$ cat src/rtl/kchr_pkg.sv
`default_nettype none

package kchr_pkg;

    // Number of keys in the combination, one or two.
    localparam int KCHR_NUM_KEYS = 2;

    // Field widths.
    localparam int KEY_CODE_W = 10;
    localparam int HOLD_W     = 24;
    localparam int LINE_W     = 2;
    localparam int CFG_IDX_W  = 3;
    localparam int CFG_DATA_W = 24;

    // Configuration register indexes.
    localparam logic [CFG_IDX_W-1:0] CFG_ENABLE      = 3'd0;
    localparam logic [CFG_IDX_W-1:0] CFG_KEY_CODE_A  = 3'd1;
    localparam logic [CFG_IDX_W-1:0] CFG_KEY_CODE_B  = 3'd2;
    localparam logic [CFG_IDX_W-1:0] CFG_HOLD_TICKS  = 3'd3;
    localparam logic [CFG_IDX_W-1:0] CFG_ACTIVE_LOW  = 3'd4;
    localparam logic [CFG_IDX_W-1:0] CFG_LINE_VALID  = 3'd5;

    // Configuration reset values.
    localparam logic                  RST_ENABLE     = 1'b1;
    localparam logic [KEY_CODE_W-1:0] RST_KEY_CODE_A = 10'd116;
    localparam logic [KEY_CODE_W-1:0] RST_KEY_CODE_B = 10'd114;
    localparam logic [HOLD_W-1:0]     RST_HOLD_TICKS = 24'd6000;
    localparam logic [LINE_W-1:0]     RST_ACTIVE_LOW = 2'b00;
    localparam logic [LINE_W-1:0]     RST_LINE_VALID = 2'b11;

    // Item kinds.
    localparam logic KIND_KEY  = 1'b0;
    localparam logic KIND_TICK = 1'b1;

    // Expiry status codes.
    localparam logic [1:0] EXP_NONE     = 2'd0;
    localparam logic [1:0] EXP_FIRED    = 2'd1;
    localparam logic [1:0] EXP_NOT_HELD = 2'd2;

    // Input word.
    typedef struct packed {
        logic                  kind;
        logic [KEY_CODE_W-1:0] event_key;
        logic                  key_down;
        logic [LINE_W-1:0]     line_levels;
    } t_in_word;

    // Result word.
    typedef struct packed {
        logic              handled;
        logic [LINE_W-1:0] held_mask;
        logic              countdown_running;
        logic [1:0]        expiry_status;
        logic              reset_occurred;
    } t_out_word;

    // Configuration settings handed to the detector core.
    typedef struct packed {
        logic                  enable;
        logic [KEY_CODE_W-1:0] key_code_a;
        logic [KEY_CODE_W-1:0] key_code_b;
        logic [HOLD_W-1:0]     hold_ticks;
        logic [LINE_W-1:0]     active_low_mask;
        logic [LINE_W-1:0]     line_valid_mask;
    } t_cfg;

endpackage

`default_nettype wire

$ cat src/rtl/kchr_cfg_regs.sv
`default_nettype none

module kchr_cfg_regs (
    input  wire logic                              i_clk,
    input  wire logic                              i_rst_n,
    input  wire logic                              i_wr_en,
    input  wire logic [kchr_pkg::CFG_IDX_W-1:0]    i_wr_index,
    input  wire logic [kchr_pkg::CFG_DATA_W-1:0]   i_wr_data,
    output kchr_pkg::t_cfg                         o_cfg
);
    import kchr_pkg::*;

    t_cfg r_cfg;

    // Register file, written one register per accepted word.
    always_ff @(posedge i_clk) begin
        if (!i_rst_n) begin
            r_cfg.enable          <= RST_ENABLE;
            r_cfg.key_code_a      <= RST_KEY_CODE_A;
            r_cfg.key_code_b      <= RST_KEY_CODE_B;
            r_cfg.hold_ticks      <= RST_HOLD_TICKS;
            r_cfg.active_low_mask <= RST_ACTIVE_LOW;
            r_cfg.line_valid_mask <= RST_LINE_VALID;
        end else if (i_wr_en) begin
            unique case (i_wr_index)
                CFG_ENABLE:     r_cfg.enable          <= i_wr_data[0];
                CFG_KEY_CODE_A: r_cfg.key_code_a      <= i_wr_data[KEY_CODE_W-1:0];
                CFG_KEY_CODE_B: r_cfg.key_code_b      <= i_wr_data[KEY_CODE_W-1:0];
                CFG_HOLD_TICKS: r_cfg.hold_ticks      <= i_wr_data[HOLD_W-1:0];
                CFG_ACTIVE_LOW: r_cfg.active_low_mask <= i_wr_data[LINE_W-1:0];
                CFG_LINE_VALID: r_cfg.line_valid_mask <= i_wr_data[LINE_W-1:0];
                default: begin
                end
            endcase
        end
    end

    assign o_cfg = r_cfg;

endmodule

`default_nettype wire

$ cat src/rtl/kchr_core.sv
`default_nettype none

module kchr_core #(
    parameter int NUM_KEYS = kchr_pkg::KCHR_NUM_KEYS
) (
    input  wire logic                i_clk,
    input  wire logic                i_rst_n,
    input  wire kchr_pkg::t_cfg      i_cfg,
    input  wire logic                i_advance,
    input  wire kchr_pkg::t_in_word  i_word,
    output kchr_pkg::t_out_word      o_result
);
    import kchr_pkg::*;

    // Bits of held_mask that belong to configured keys.
    localparam logic [LINE_W-1:0] FULL_MASK = LINE_W'((1 << NUM_KEYS) - 1);

    logic [LINE_W-1:0] r_held;
    logic [HOLD_W-1:0] r_countdown;
    logic              r_running;
    logic              r_fired;

    logic [LINE_W-1:0] n_held;
    logic [HOLD_W-1:0] n_countdown;
    logic              n_running;
    logic              n_fired;

    logic [LINE_W-1:0] match;
    logic [LINE_W-1:0] pressed;
    logic [HOLD_W-1:0] reload;
    logic              handled;
    logic [1:0]        status;

    // Which combination keys the event code names.
    assign match[0] = (i_word.event_key == i_cfg.key_code_a);
    assign match[1] = (NUM_KEYS >= 2) && (i_word.event_key == i_cfg.key_code_b);

    // Keys that read as pressed on their sense lines.
    assign pressed = (i_word.line_levels ^ i_cfg.active_low_mask)
                   & i_cfg.line_valid_mask & FULL_MASK;

    // A zero hold time behaves as one tick.
    assign reload = (i_cfg.hold_ticks == '0) ? HOLD_W'(1) : i_cfg.hold_ticks;

    // Next state and result for the word in the input register.
    always_comb begin
        n_held      = r_held;
        n_countdown = r_countdown;
        n_running   = r_running;
        n_fired     = r_fired;
        handled     = 1'b0;
        status      = EXP_NONE;
        if (i_word.kind == KIND_KEY) begin
            if (i_cfg.enable && (match != '0)) begin
                handled = 1'b1;
                if (i_word.key_down) begin
                    n_held = (r_held | match) & FULL_MASK;
                end else begin
                    n_held = r_held & ~match & FULL_MASK;
                end
                if (n_held == FULL_MASK) begin
                    n_countdown = reload;
                    n_running   = 1'b1;
                end else begin
                    n_running   = 1'b0;
                end
            end
        end else if (r_running) begin
            if (r_countdown > HOLD_W'(1)) begin
                n_countdown = r_countdown - HOLD_W'(1);
            end else begin
                n_countdown = '0;
                n_running   = 1'b0;
                if (pressed == FULL_MASK) begin
                    n_fired = 1'b1;
                    status  = EXP_FIRED;
                end else begin
                    status  = EXP_NOT_HELD;
                end
            end
        end
    end

    // Detector state, updated once per processed word.
    always_ff @(posedge i_clk) begin
        if (!i_rst_n) begin
            r_held      <= '0;
            r_countdown <= '0;
            r_running   <= 1'b0;
            r_fired     <= 1'b0;
        end else if (i_advance) begin
            r_held      <= n_held;
            r_countdown <= n_countdown;
            r_running   <= n_running;
            r_fired     <= n_fired;
        end
    end

    assign o_result.handled           = handled;
    assign o_result.held_mask         = n_held;
    assign o_result.countdown_running = n_running;
    assign o_result.expiry_status     = status;
    assign o_result.reset_occurred    = n_fired;

endmodule

`default_nettype wire

$ cat src/rtl/key_combo_hold_reset.sv
`default_nettype none

// Long-press key combination reset detector. Key events that match one of the
// configured key codes set or clear that key's held bit; while every key is
// held the hold countdown is reloaded, and tick words count it down. At expiry
// the raw sense lines are checked and, if all keys still read as pressed, the
// reset_occurred flag latches until reset. Every input word gives exactly one
// result word. A word is registered on entry in the input register and its result
// in the output register; one word is taken every cycle while the output does not
// stall, a rate set by the held bits and countdown being updated once per word.
// Configuration writes are always ready and take effect on the next cycle.
module key_combo_hold_reset #(
    parameter int NUM_KEYS = kchr_pkg::KCHR_NUM_KEYS
) (
    input  wire logic                            i_clk,
    input  wire logic                            i_rst_n,
    input  wire logic                            i_in_valid,
    input  wire kchr_pkg::t_in_word              i_in_word,
    output logic                                 o_in_stall,
    output logic                                 o_out_valid,
    output kchr_pkg::t_out_word                  o_out_word,
    input  wire logic                            i_out_stall,
    input  wire logic                            i_cfg_valid,
    output logic                                 o_cfg_ready,
    input  wire logic [kchr_pkg::CFG_IDX_W-1:0]  i_cfg_index,
    input  wire logic [kchr_pkg::CFG_DATA_W-1:0] i_cfg_data
);
    import kchr_pkg::*;

    logic      r_in_valid;
    t_in_word  r_in_word;
    logic      r_out_valid;
    t_out_word r_out_word;
    t_cfg      cfg;
    t_out_word result;
    logic      advance;
    logic      in_take;

    // The registered word moves on when the output register is free or drains.
    assign advance    = r_in_valid && (!r_out_valid || !i_out_stall);
    assign o_in_stall = r_in_valid && !advance;
    assign in_take    = i_in_valid && !o_in_stall;

    assign o_cfg_ready = 1'b1;

    kchr_cfg_regs u_cfg (
        .i_clk      (i_clk),
        .i_rst_n    (i_rst_n),
        .i_wr_en    (i_cfg_valid),
        .i_wr_index (i_cfg_index),
        .i_wr_data  (i_cfg_data),
        .o_cfg      (cfg)
    );

    kchr_core #(
        .NUM_KEYS (NUM_KEYS)
    ) u_core (
        .i_clk     (i_clk),
        .i_rst_n   (i_rst_n),
        .i_cfg     (cfg),
        .i_advance (advance),
        .i_word    (r_in_word),
        .o_result  (result)
    );

    // Input register.
    always_ff @(posedge i_clk) begin
        if (!i_rst_n) begin
            r_in_valid <= 1'b0;
        end else if (!o_in_stall) begin
            r_in_valid <= i_in_valid;
        end
    end

    always_ff @(posedge i_clk) begin
        if (in_take) begin
            r_in_word <= i_in_word;
        end
    end

    // Result register.
    always_ff @(posedge i_clk) begin
        if (!i_rst_n) begin
            r_out_valid <= 1'b0;
        end else if (advance) begin
            r_out_valid <= 1'b1;
        end else if (!i_out_stall) begin
            r_out_valid <= 1'b0;
        end
    end

    always_ff @(posedge i_clk) begin
        if (advance) begin
            r_out_word <= result;
        end
    end

    assign o_out_valid = r_out_valid;
    assign o_out_word  = r_out_word;

endmodule

`default_nettype wire

$ cat config.mk
export PLATFORM = sky130hd
export DESIGN_NAME = key_combo_hold_reset
export DESIGN_NICKNAME = d
export VERILOG_FILES = /design/src/rtl/kchr_pkg.sv /design/src/rtl/kchr_cfg_regs.sv /design/src/rtl/kchr_core.sv /design/src/rtl/key_combo_hold_reset.sv
export SDC_FILE = /design/constraint.sdc
export NUM_CORES = 1
export LEC_CHECK = 0
export BUFFER_PORTS_ARGS = -buffer_cell sky130_fd_sc_hd__buf_2
export CORE_UTILIZATION = 53
export DETAILED_ROUTE_END_ITERATION = 10
export MAX_ROUTING_LAYER = met4
export PLACE_DENSITY = 0.87
export SYNTH_ARGS = -nofsm -noshare
export SYNTH_HDL_FRONTEND = slang
export SYNTH_HIERARCHICAL = 1
export SYNTH_SLANG_ARGS = --single-unit
$ cat constraint.sdc
create_clock -name i_clk -period 2.9 [get_ports i_clk]
set_clock_uncertainty 0.2 [all_clocks]
set_input_delay 0.58 -clock i_clk [delete_from_list [all_inputs] [get_ports i_clk]]
set_output_delay 0.58 -clock i_clk [all_outputs]
set_load 0.02 [all_outputs]
==> flow_summary_export.csv, run 1 <==
group,metric,value,unit
min_path,hold_path_end,"r_in_word[0]",
placement,io_buffer_count,54,
setup_path,criticalPathCategory,"reg -> reg",
flow_run,max-cap-violations,0,
timing,period_minus_slack,2.75,ns
floorplanning,row_count,34,
global_route,grt_pass1_vias,4003,
clock_network,cts.htree.levels,3,
floorplanning,die_h,98.8,um
min_path,hold_path_class,"in -> reg",
setup_path,worstPathArrival,2.79,ns
floorplanning,die_area,9770,um^2
clock_network,cts_buffer_depth,2,
routing,wl,11800,um
placement,gp_congestion,0.901,
routing,antenna_left,0,
setup_path,endpoint_kind,"flop",
clock_network,cts_sinks,100,
logic_synthesis,seq_area_frac_synth,44.5,%
placement,dp_hpwl,8100,um
logic_synthesis,syn_nets,564,
finish,multi_input_area,2520,um^2
global_route,grt_overflow,0,
logic_synthesis,yosys_warnings,6,
setup_path,start_kind,"flop",
routing,vias_per_cell,6.06,
setup_path,r2r_end,"u_core/r_countdown[5]",
global_route,grt_max_degree,83,
placement,dp.cells,657,
timing,max_freq,0.363,GHz
timing,finalMaxSlewViolations,0,
timing,setup_violations,0,
logic_synthesis,ys_types,66,
routing,drtIter0Drc,331,
min_path,hold_depth,1,
min_path,min-delay-start,"i_in_word[0]",
routing,drt-pass1-iter-count,7,
setup_path,r2r_slack,0.15,ns
clock_network,worstSkewPairLatency,0.37,ns
floorplanning,core,8890,um^2
logic_synthesis,ys_ff_latch,100,
finish,fillCellCount,710,
routing,via_count,4077,
logic_synthesis,async_flop_share,0,%
setup_path,crit_required,2.93,ns
finish,fin_nets,608,
routing,drc,0,
global_route,antenna_found_initial,0,
pwr,leakagePower,2.18,nW
timing,rsz0062_at_grt,"false",
logic_synthesis,synth_top_flop_cell,"dfxtp_1",
global_route,grt_pass1_wl,19000,um
finish,layout-drive-gt1-share,17.2,%
timing,maxSlewHeadroom,46.7,%
floorplanning,initial_utilization,55.9,%
clock_network,cts_tree,"yes",
finish,areaGrowthSynthToFinish,10.6,%
pwr,ir_drop,0.285,mV
finish,antenna_cells,0,
global_route,grt.total_usage,25.5,%
pwr,p_per_area,469,nW/um^2
run_status,status,"finished clean",
finish,area.sequential,2210,um^2
timing,worst-slew-pin-transition,0.800,ns
floorplanning,ios,56,
timing,timing.final.crit_share,95.0,%
logic_synthesis,synth_area,4970,um^2
floorplanning,fp.dieW,98.8,um
routing,wl_per_cell,17.6,um
logic_synthesis,synth_cells,516,
logic_synthesis,synth_edf_count,21,
timing,hold_viol,0,
logic_synthesis,syn_avg_cell_area,9.63,um^2
setup_path,critPathMaxFanout,10,
setup_path,worstRegToRegCells,6,
clock_network,numCtsBuffers,9,
timing,setup_tns,0,ns
setup_path,reg2reg_from,"u_core/r_countdown[16]",
clock_network,cts-root-buf,"clkbuf_8",
finish,final_cells,673,
clock_network,clk_pin_slew,0.10,ns
-- worst max-delay path, cell delays in order (launching register included) --
cell and delay (ns):
dfxtp_1 0.39, or4_1 0.67, nor4_4 0.52, a21o_1 0.44
nor2_1 0.10, o211ai_1 0.19, o31ai_1 0.10
-- flip-flops by register name, summed over array words and instances (netlist names) --
signal and cells:
u_core/r_held 2, o_out_word 7, u_cfg/o_cfg 49, o_out_valid 1
u_core/r_fired 1, u_core/r_running 1, u_core/r_countdown 24, r_in_valid 1
r_in_word 14
-- placed cells by master (no fill, tap or decap), types with 5 or more instances in the layout --
master	count
a211oi_1	10
a21o_1	5
a21oi_1	19
buf_2	54
buf_4	11
clkbuf_8	10
dfxtp_1	79
edfxtp_1	21
inv_1	12
mux2i_1	54
nand2_1	69
nand3_1	10
nand4_1	6
nor2_1	27
nor2b_1	33
nor3_1	7
nor4_1	13
o21ai_1	5
o31ai_1	5
o32ai_1	6
or4_1	7
xnor2_1	9
xor2_1	18
-- stage by stage --
stage                     util, %  setup slack, ns  instance area [um^2]  hold slack (ns)  power, W
after floorplan                 -            0.302                  4970            0.229   0.00163
after global placement       59.5            0.252                  5290            0.240   0.00170
after global routing         61.8           0.0614                  5500            0.156   0.00266
after CTS                    61.8           0.0394                  5490            0.169   0.00258
after detailed placement     59.5           0.0944                  5290            0.259   0.00171
final                        61.8            0.146                  5500            0.177   0.00258
-- cells by family after synthesis --
| logic type | Yosys count | share of synthesized area, % |
|---|---|---|
| xor+xnor | 27 | 4.76 |
| compound gates | 85 | 12.5 |
| fa+ha+maj | 2 | 0.503 |
| simple gates | 198 | 21.5 |
| flops | 100 | 44.5 |
| buf+inv | 47 | 4.83 |
| other cells | 1 | 0.0754 |
| mux | 56 | 11.3 |
-- synth_stat cells (3+ instances only) --
library cell	n	area, um^2
a211oi_1	10	75.1
a21o_1	5	37.5
a21oi_1	19	95.1
a221oi_1	3	26.3
a221oi_2	4	60.1
a31oi_1	4	25.0
and3_1	3	18.8
buf_2	8	40.0
buf_4	7	52.6
clkbuf_1	15	56.3
dfxtp_1	79	1580
edfxtp_1	21	631
inv_1	12	45.0
mux2i_1	54	541
nand2_1	69	259
nand3_1	10	50.1
nand4_1	6	37.5
nor2_1	27	101
nor2b_1	33	206
nor3_1	7	35.0
nor4_1	14	87.6
o211ai_1	3	22.5
o21a_1	3	22.5
o21ai_0	3	15.0
o21ai_1	5	25.0
o31ai_1	5	37.5
o32ai_1	6	52.6
or4_1	7	52.6
xnor2_1	9	78.8
xor2_1	18	158
-- timing repair --
| action | CTS | global route |
|---|---|---|
| setup endpoints to repair | 0 | 23 |
| resized for setup | 0 | 1 |
| hold buffers | 0 | 0 |
| buffers inserted | 0 | 0 |
| hold endpoints to repair | 0 | 0 |
-- power by group --
part,internal [W],switching [W],leakage (nW)
logic,0.0000854,0.000118,1.23
clock network,0.000399,0.000495,0.101
registers,0.00145,0.0000270,0.845
total,0.00194,0.000640,2.18
-- area by class of cell --
cell class,instances,share of cell area (%)
Clock buffer,13,3.10
Sequential cell,100,40.2
Clock inverter,3,0.524
Inverter,14,0.956
Timing Repair Buffer,66,6.78
Multi-Input combinational cell,369,45.9
Tap cell,108,2.46
-- layer usage --
metal | vias to the layer above | wire length, um | track usage, %
met1 | 1940 | 5150 | 31.2
li1 | 1942 | - | -
met5 | - | 0 | -
met3 | 24 | 739 | 5.25
met2 | 171 | 5730 | 41.4
met4 | 0 | 209 | 9.53
-- how the worst max path moves through the flow --
stage                      startpoint                      to  slack, ns
6_report       u_core/r_countdown[16]   u_core/r_countdown[5]       0.15
2_1_floorplan             i_out_stall  u_core/r_countdown[16]       0.30
4_1_cts                 r_in_word[12]   u_core/r_countdown[1]       0.04
5_1_grt        u_core/r_countdown[16]   u_core/r_countdown[5]       0.06
3_5_place_dp            r_in_word[12]   u_core/r_countdown[1]       0.09
3_3_place_gp            r_in_word[12]  u_core/r_countdown[23]       0.25
Power figures use the tool's default switching activity.
==> run 2: changes to the inputs <==
- ABC_AREA: not set -> 1
==> run 2 against run 1 <==
Global-route usage up 0.32 points; largest cell class unchanged; clock power down 2.4%; synthesized cell count up 52%; setup slack better by 0.26 ns; hold slack worse by 0.0049 ns; combinational power up 100%.
==> flow_summary_export.csv, run 2 <==
group,metric,value,unit
floorplanning,die_h,102,um
finish,areaGrowthSynthToFinish,9.82,%
timing,setup_violations,0,
setup_path,cpMostUsedCell,"nand2_1",
placement,dp_hpwl,8810,um
logic_synthesis,synth-compound-area-share,6.55,%
min_path,min-delay-start,"i_in_word[6]",
pwr,leakagePower,2.92,nW
setup_path,endpoint_kind,"flop",
setup_path,criticalPathCategory,"reg -> reg",
logic_synthesis,syn_nets,831,
logic_synthesis,synth_top_flop_cell,"dfxtp_1",
clock_network,cts_resized,0,
logic_synthesis,async_flop_share,0,%
floorplanning,initial_utilization,54.6,%
routing,drc,0,
finish,final_cell_mix,"213 x nand2_1, 149 x nor2_1, 81 x nand3_1",
global_route,grt_max_degree,51,
logic_synthesis,synthXorXnorAreaFrac,3.30,%
timing,setup_tns,0,ns
setup_path,worstPathArrival,2.56,ns
routing,drt-pass1-iter-count,6,
setup_path,start_kind,"flop",
timing,finalMaxSlewViolations,0,
setup_path,reg2reg_from,"r_in_word[5]",
clock_network,cts-root-buf,"clkbuf_8",
setup_path,critPathSlowestCell,"edfxtp_1",
logic_synthesis,synth_top_area_share,29.8,%
timing,max_freq,0.401,GHz
min_path,hold_path_class,"in -> reg",
clock_network,clk_pin_slew,0.11,ns
logic_synthesis,yosys_warnings,6,
global_route,grt_overflow,0,
floorplanning,row_count,36,
global_route,grt_pass1_vias,4585,
logic_synthesis,synth_top_family_by_area,"simple AND/OR/NAND/NOR gates",
flow_run,max-cap-violations,0,
finish,antenna_cells,0,
timing,whs,0.172,ns
timing,hold_viol,0,
logic_synthesis,synth_most_common_cell,"nand2_1",
logic_synthesis,yosys.area.top_type,"dfxtp_1",
finish,area.sequential,2210,um^2
logic_synthesis,muxShareOfSynthArea,0,%
logic_synthesis,synthTopCellsByArea,"dfxtp_1 30%, nand2_1 15%, edfxtp_1 12%",
timing,rsz0062_at_grt,"false",
finish,fin_nets,875,
global_route,antenna_found_initial,0,
timing,maxSlewHeadroom,60.1,%
setup_path,cp_num_buf_inv,1,
timing,timing.final.crit_share,86.0,%
logic_synthesis,synth_edf_count,21,
global_route,grt_pass1_wl,20300,um
global_route,grt.total_usage,25.8,%
setup_path,r2r_end,"u_core/r_countdown[7]",
min_path,hold_path_end,"r_in_word[6]",
setup_path,critPathMaxFanout,21,
logic_synthesis,synth_commonest_cells,"213 x nand2_1, 149 x nor2_1, 81 x nand3_1",
finish,layout-drive-gt1-share,12.4,%
logic_synthesis,ys_ff_latch,100,
run_status,status,"finished clean",
finish,final_common_cell,"nand2_1",
min_path,hold_depth,1,
timing,period_minus_slack,2.49,ns
logic_synthesis,yosys.area_share.adder,0.471,%
clock_network,cts_buffer_depth,2,
finish,multi_input_area,2620,um^2
floorplanning,ios,56,
clock_network,cts.htree.levels,3,
logic_synthesis,synth_cells,783,
floorplanning,fp.dieW,102,um
routing,via_count,4963,
routing,antenna_left,0,
logic_synthesis,seq_area_frac_synth,41.6,%
routing,wl,12100,um
logic_synthesis,syn_avg_cell_area,6.78,um^2
clock_network,worstSkewPairLatency,0.37,ns
clock_network,numCtsBuffers,9,
floorplanning,core,9730,um^2
clock_network,cts_tree,"yes",
logic_synthesis,synth_area,5310,um^2
setup_path,crit_path_max_incr_delay,0.45,ns
pwr,ir_drop,0.335,mV
clock_network,cts_setup_buffers,0,
placement,io_buffer_count,54,
finish,largest_reg_flops,49,
timing,worst-slew-pin-transition,0.598,ns
routing,wl_per_cell,12.5,um
logic_synthesis,synthSimpleGateAreaFrac,38.8,%
setup_path,worstRegToRegCells,13,
routing,drtIter0Drc,249,
logic_synthesis,ys_types,37,
floorplanning,die_area,10400,um^2
setup_path,crit_family,"simple AND/OR/NAND/NOR gates",
finish,fillCellCount,910,
setup_path,r2r_slack,0.41,ns
setup_path,crit_chain,"nand2_1 -> nand2_1 -> nor2_1 -> nand2_1 -> nor2_2 -> nand3_1 -> nand2_1 -> nand3_1 -> nand2_1 -> buf_4 -> nand3b_1 -> nand2_1 -> nor2_1",
clock_network,cts_sinks,100,
setup_path,crit_required,2.97,ns
clock_network,ctsHoldBuffers,0,
routing,vias_per_cell,5.14,
placement,gp_congestion,0.995,
pwr,p_per_area,478,nW/um^2
==> run 2: worst register-to-register path: cells and delay by family (launching register included) <==
family	cells	cell delay [ns]
simple gates	12	1.42
buf+inv	1	0.32
flops	1	0.45
==> run 2: kinds of logic (layout without fill, tap and decap cells) <==
logic type	Yosys count	in the layout
AND/OR/NAND/NOR	488	488
buffers and inverters	110	159
flip-flops	100	100
AO/OA/AOI/OAI	62	62
XOR/XNOR	20	20
adder cells (fa/ha/maj)	2	2
other	1	1
==> run 2: worst max-delay path by stage <==
stage                               start  slack, ns                      to  depth (start not counted)
floorplan                     i_out_stall       0.64  u_core/r_countdown[15]                          7
global placement    u_core/r_countdown[0]       0.50  u_core/r_countdown[19]                         12
detailed placement  u_core/r_countdown[0]       0.46  u_core/r_countdown[19]                         12
CTS                 u_core/r_countdown[0]       0.47  u_core/r_countdown[19]                         12
global route        u_core/r_countdown[0]       0.13  u_core/r_countdown[22]                         11
finish                       r_in_word[5]       0.41   u_core/r_countdown[7]                         13
==> run 2: layout make-up <==
class                           instances  area share (%)
Inverter                               81            5.21
Tap cell                              133            2.85
Multi-Input combinational cell        573            44.8
Sequential cell                       100            37.9
Timing Repair Buffer                   62            5.88
Clock inverter                          7            1.20
Clock buffer                            9            2.12
==> run 2: through the flow <==
| step | setup slack, ns | instance area [um^2] | util (%) | total power (W) | cells |
|---|---|---|---|---|---|
| after floorplan | 0.639 | 5310 | - | 0.00183 | 783 |
| after global placement | 0.504 | 5640 | 58.0 | 0.00194 | 949 |
| after detailed placement | 0.458 | 5640 | 58.0 | 0.00194 | 949 |
| after CTS | 0.471 | 5830 | 60.0 | 0.00280 | 965 |
| after global routing | 0.130 | 5830 | 60.0 | 0.00292 | 965 |
| final | 0.406 | 5830 | 60.0 | 0.00279 | 965 |
==> run 2: power breakdown <==
group / internal (W) / total, W / switching [W] / leakage (nW)
Sequential: 0.00147 / 0.00151 / 0.0000360 / 0.846
Clock: 0.000336 / 0.000872 / 0.000536 / 0.100
Combinational: 0.000148 / 0.000413 / 0.000264 / 1.98
==> run 2: layer usage <==
| layer | vias to the layer above | share of wire (%) | global-route usage (%) |
|---|---|---|---|
| met5 | - | 0 | - |
| met4 | 0 | 2.1 | 10.2 |
| met3 | 28 | 6.4 | 5.75 |
| li1 | 2553 | - | - |
| met2 | 175 | 47 | 40.4 |
| met1 | 2207 | 44 | 32.4 |
